## src/tvn_fifo.sv

```systemverilog
module tvn_fifo #(
  parameter int WIDTH = 16,
  parameter int DEPTH = 8
) (
  input  logic             clk_i,
  input  logic             rst_ni,
  input  logic             push_i,
  input  logic [WIDTH-1:0] wdata_i,
  input  logic             pop_i,
  output logic [WIDTH-1:0] rdata_o,
  output logic             empty_o
);

  localparam int AW = (DEPTH > 1) ? $clog2(DEPTH) : 1;
  localparam int CW = $clog2(DEPTH + 1);

  logic [WIDTH-1:0] data_q [DEPTH];
  logic [AW-1:0]    wr_ptr_q, wr_ptr_d;
  logic [AW-1:0]    rd_ptr_q, rd_ptr_d;
  logic [CW-1:0]    cnt_q, cnt_d;

  function automatic logic [AW-1:0] next_ptr(input logic [AW-1:0] ptr);
    return (ptr == AW'(DEPTH - 1)) ? '0 : ptr + AW'(1);
  endfunction

  always_comb begin
    wr_ptr_d = push_i ? next_ptr(wr_ptr_q) : wr_ptr_q;
    rd_ptr_d = pop_i ? next_ptr(rd_ptr_q) : rd_ptr_q;
    cnt_d    = cnt_q + CW'(push_i) - CW'(pop_i);
  end

  always_ff @(posedge clk_i or negedge rst_ni) begin
    if (!rst_ni) begin
      wr_ptr_q <= '0;
      rd_ptr_q <= '0;
      cnt_q    <= '0;
    end else begin
      wr_ptr_q <= wr_ptr_d;
      rd_ptr_q <= rd_ptr_d;
      cnt_q    <= cnt_d;
    end
  end

  always_ff @(posedge clk_i) begin
    if (push_i) begin
      data_q[wr_ptr_q] <= wdata_i;
    end
  end

  assign rdata_o = data_q[rd_ptr_q];
  assign empty_o = (cnt_q == '0);

endmodule

```

## config.mk

```make
export PLATFORM = sky130hd
export DESIGN_NAME = tvn_fifo
export DESIGN_NICKNAME = d
export VERILOG_FILES = /design/src/tvn_fifo.sv
export SDC_FILE = /design/constraint.sdc
export NUM_CORES = 1
export LEC_CHECK = 0
export ABC_CLOCK_PERIOD_IN_PS = 2150
export CAP_MARGIN = 25
export CELL_PAD_IN_SITES_DETAIL_PLACEMENT = 1
export CELL_PAD_IN_SITES_GLOBAL_PLACEMENT = 1
export CORE_ASPECT_RATIO = 0.6
export CORE_MARGIN = 8
export CORE_UTILIZATION = 30
export DETAILED_ROUTE_END_ITERATION = 8
export DONT_BUFFER_PORTS = 1
export PLACE_DENSITY_LB_ADDON = 0.1
export SKIP_CTS_REPAIR_TIMING = 1
export SLEW_MARGIN = 20
export SYNTH_ARGS = -nofsm -noshare
export SYNTH_HDL_FRONTEND = slang
export SYNTH_SLANG_ARGS = --single-unit
```

## constraint.sdc

```tcl
create_clock -name clk_i -period 2.15 [get_ports clk_i]
set_input_delay 0.3225 -clock clk_i [delete_from_list [all_inputs] [get_ports clk_i]]
set_output_delay 0.3225 -clock clk_i [all_outputs]
set_load 0.01 [all_outputs]
```

==> metrics.txt <==
Seq/Total Area, Yosys=0.753; #FFs+latches synth=around 140; Tightest Hold Check Type=in2reg; Critical Path Max Stage Delay=between 0.4 and 0.5 ns; Pint=0.00662 W; Tmin final=2.14 ns; sw frac=0.306; Fin. Hold Viols=0; final std cells w/o fill=575; Placement Setup Slack=around 0.33 ns; Core ar.=17900 sq um; fillers=1729; IO Pins=37; Worst Tran Pin Value=about 0.53 ns; Pins Over Slew Limit=0; Vias per Instance=approximately 4.5; net switching power=about 0.0029 W; Slowest-stage cell, CP=mux4_2; Worst Path Buf+Inv=2; fin nets=352; syn nets=305; Routed Antenna Nets=0; relative slew slack=0.643; TritonCTS Sinks=~140; Final Cycle Share=0.995; DRC Markers=0; ant diodes=0; RSZ-0062 raised after global routing=yes; post-DR wirelength/cell=approximately 21 um; Top delay family on crit path=multiplexers; Max FO, Critical Path=8; CTS tree=yes; DR iter-0 viols=89; register area=4100 sq um; DIE AREA=~23000 sq um; status=finished, final reports clean; Die Y=120 um; Overflow after GRT=0; Worst Setup Start Kind=flop; pwr dens=roughly 1400 nW/um^2; Clock Skew=0.00839 ns; wirelength, routed=between 10000 and 15000 um; crit path capture type=output port; Mean Syn Cell Area=19.8 sq um; Final setup viols=0; combinational power share=0.318; Reg clk slew, reported paths=0.06 ns; footprint of the multi-input gates=around 1300 sq um; DP Wirelength=just under 7000 um; total power draw=approximately 0.0095 W; commonest non-fill, non-tap cell in the layout=edfxtp_1; required time of the critical path=between 1.5 and 2 ns; peak supply drop=551 uV; Clk pwr share=0.305; Die X=between 150 and 200 um; htree depth=4; Via Count=approximately 2600; largest net degree at the start of global routing=23; CP Class=reg2out; gr usage total=0.106; Worst Path Arrival=about 1.8 ns; first-pass GRT wire length=17600 um; gpl congestion=~0.65; Ys Warns=0; Max Root-Sink Buffers=2; Synth Instances=approximately 280; clk root buf=clkbuf_16; Syn Std Cell Area=approximately 5400 sq um; share of layout cells above drive strength 1=0.361; P_leak=~2.3 nW; initial antenna violation count=0; commonest cells after routing, fill and taps aside=edfxtp_1 (128), mux4_2 (30), nand2_2 (25), nand2_1 (22), clkbuf_16 (20); part of the power in registers=0.377; Area growth, synth to finish=25.0%; vias in the first global route=2740; unique cell type count in the Yosys netlist=24; DP Cell Count=just over 500; Starting Density=0.303; dpl cell area=about 5800 sq um; Cell Chain, Critical Path=buf_4 > clkbuf_16 > mux4_2 > nand2_1 > nand2_2; Skew-Pair Late Insertion Delay=0.41 ns; PortBufs=0; Max Cap Violations=0; fmax=between 0.4 and 0.5 GHz; Num CTS Buffers=17; drt pass-1 iters=4; setup tns final=0 ns; post-route cell area=between 6000 and 7000 sq um; FP Rows=38; Final WS setup=0.0109 ns
## metrics by stage
step	util	hold WS (ns)
2_1_floorplan	-	0.0269
3_3_place_gp	0.323	0.0272
3_5_place_dp	0.323	0.0273
4_1_cts	0.356	-0.423
5_1_grt	0.379	0.0345
6_report	0.379	0.0424
## final cells by class
cell class	instances	share of cell area
tap	240	0.0442
clock inverter	12	0.0225
inverter	8	0.00442
timing repair buffer	39	0.0663
sequential	138	0.603
multi-input combinational	118	0.196
clock buffer	20	0.0643
## registers in the layout (all words and copies together), names as in the netlist
name	cells
rd_ptr_q	3
data_q	128
cnt_q	4
wr_ptr_q	3
## path summary, 6_finish.rpt
path | start | end | slack [ns] | depth (start not counted)
worst min-delay path | push_i | cnt_q[0]$_DFF_PN0_ | 0.04 | 1
max in group asynchronous | rst_ni | rd_ptr_q[0]$_DFFE_PN0P_ | 1.43 | 1
worst min register to register | wr_ptr_q[2]$_DFFE_PN0P_ | wr_ptr_q[2]$_DFFE_PN0P_ | 0.59 | 1
worst max-delay path | rd_ptr_q[0]$_DFFE_PN0P_ | rdata_o[7] | 0.01 | 5
worst max register to register | rd_ptr_q[0]$_DFFE_PN0P_ | rd_ptr_q[2]$_DFFE_PN0P_ | 0.54 | 5
min in group asynchronous | rst_ni | wr_ptr_q[0]$_DFFE_PN0P_ | 0.33 | 1
## power groups by stage
| stage | logic [W] | clock network, W | registers, W |
|---|---|---|---|
| 2_1_floorplan | 0.00193 | 0 | 0.00355 |
| 3_3_place_gp | 0.00251 | 0 | 0.00363 |
| 3_5_place_dp | 0.00255 | 0 | 0.00364 |
| 4_1_cts | 0.00255 | 0.00300 | 0.00359 |
| 5_1_grt | 0.00336 | 0.00310 | 0.00364 |
| 6_report | 0.00303 | 0.00291 | 0.00359 |
## logic make-up after synthesis
group | Yosys count | synth area share
fa+ha+maj | 10 | 0.0244
xor+xnor | 2 | 0.00322
buf+inv | 19 | 0.0235
simple gates | 66 | 0.0488
compound gates | 4 | 0.00414
flops | 138 | 0.753
mux | 36 | 0.143
## cells in the mapped netlist
library cell,instances,share of area
a21o_1,1,0.0014
a21oi_1,1,0.00092
and3_1,1,0.0012
buf_12,2,0.0074
buf_2,4,0.0037
buf_6,1,0.0021
buf_8,1,0.0028
clkbuf_1,3,0.0021
dfrtp_1,10,0.046
edfxtp_1,128,0.71
fa_1,1,0.0037
ha_1,9,0.021
inv_1,7,0.0048
inv_2,1,0.00069
mux2_2,4,0.0083
mux4_1,3,0.015
mux4_2,29,0.12
nand2_1,51,0.035
nand2b_1,2,0.0023
nand3b_1,2,0.0028
nor2_1,8,0.0055
nor3_1,2,0.0018
o21ai_0,2,0.0018
xor2_1,2,0.0032
## metal layers
layer / vias up / GRT usage / share of wire
met2: 49 / 0.163 / 0.45
li1: 1171 / - / -
met1: 1345 / 0.137 / 0.50
met3: 10 / 0.0408 / 0.045
met4: 0 / 0.0379 / 0.0077
met5: - / 0 / 0
No activity file was read; power rests on OpenSTA's default activity.
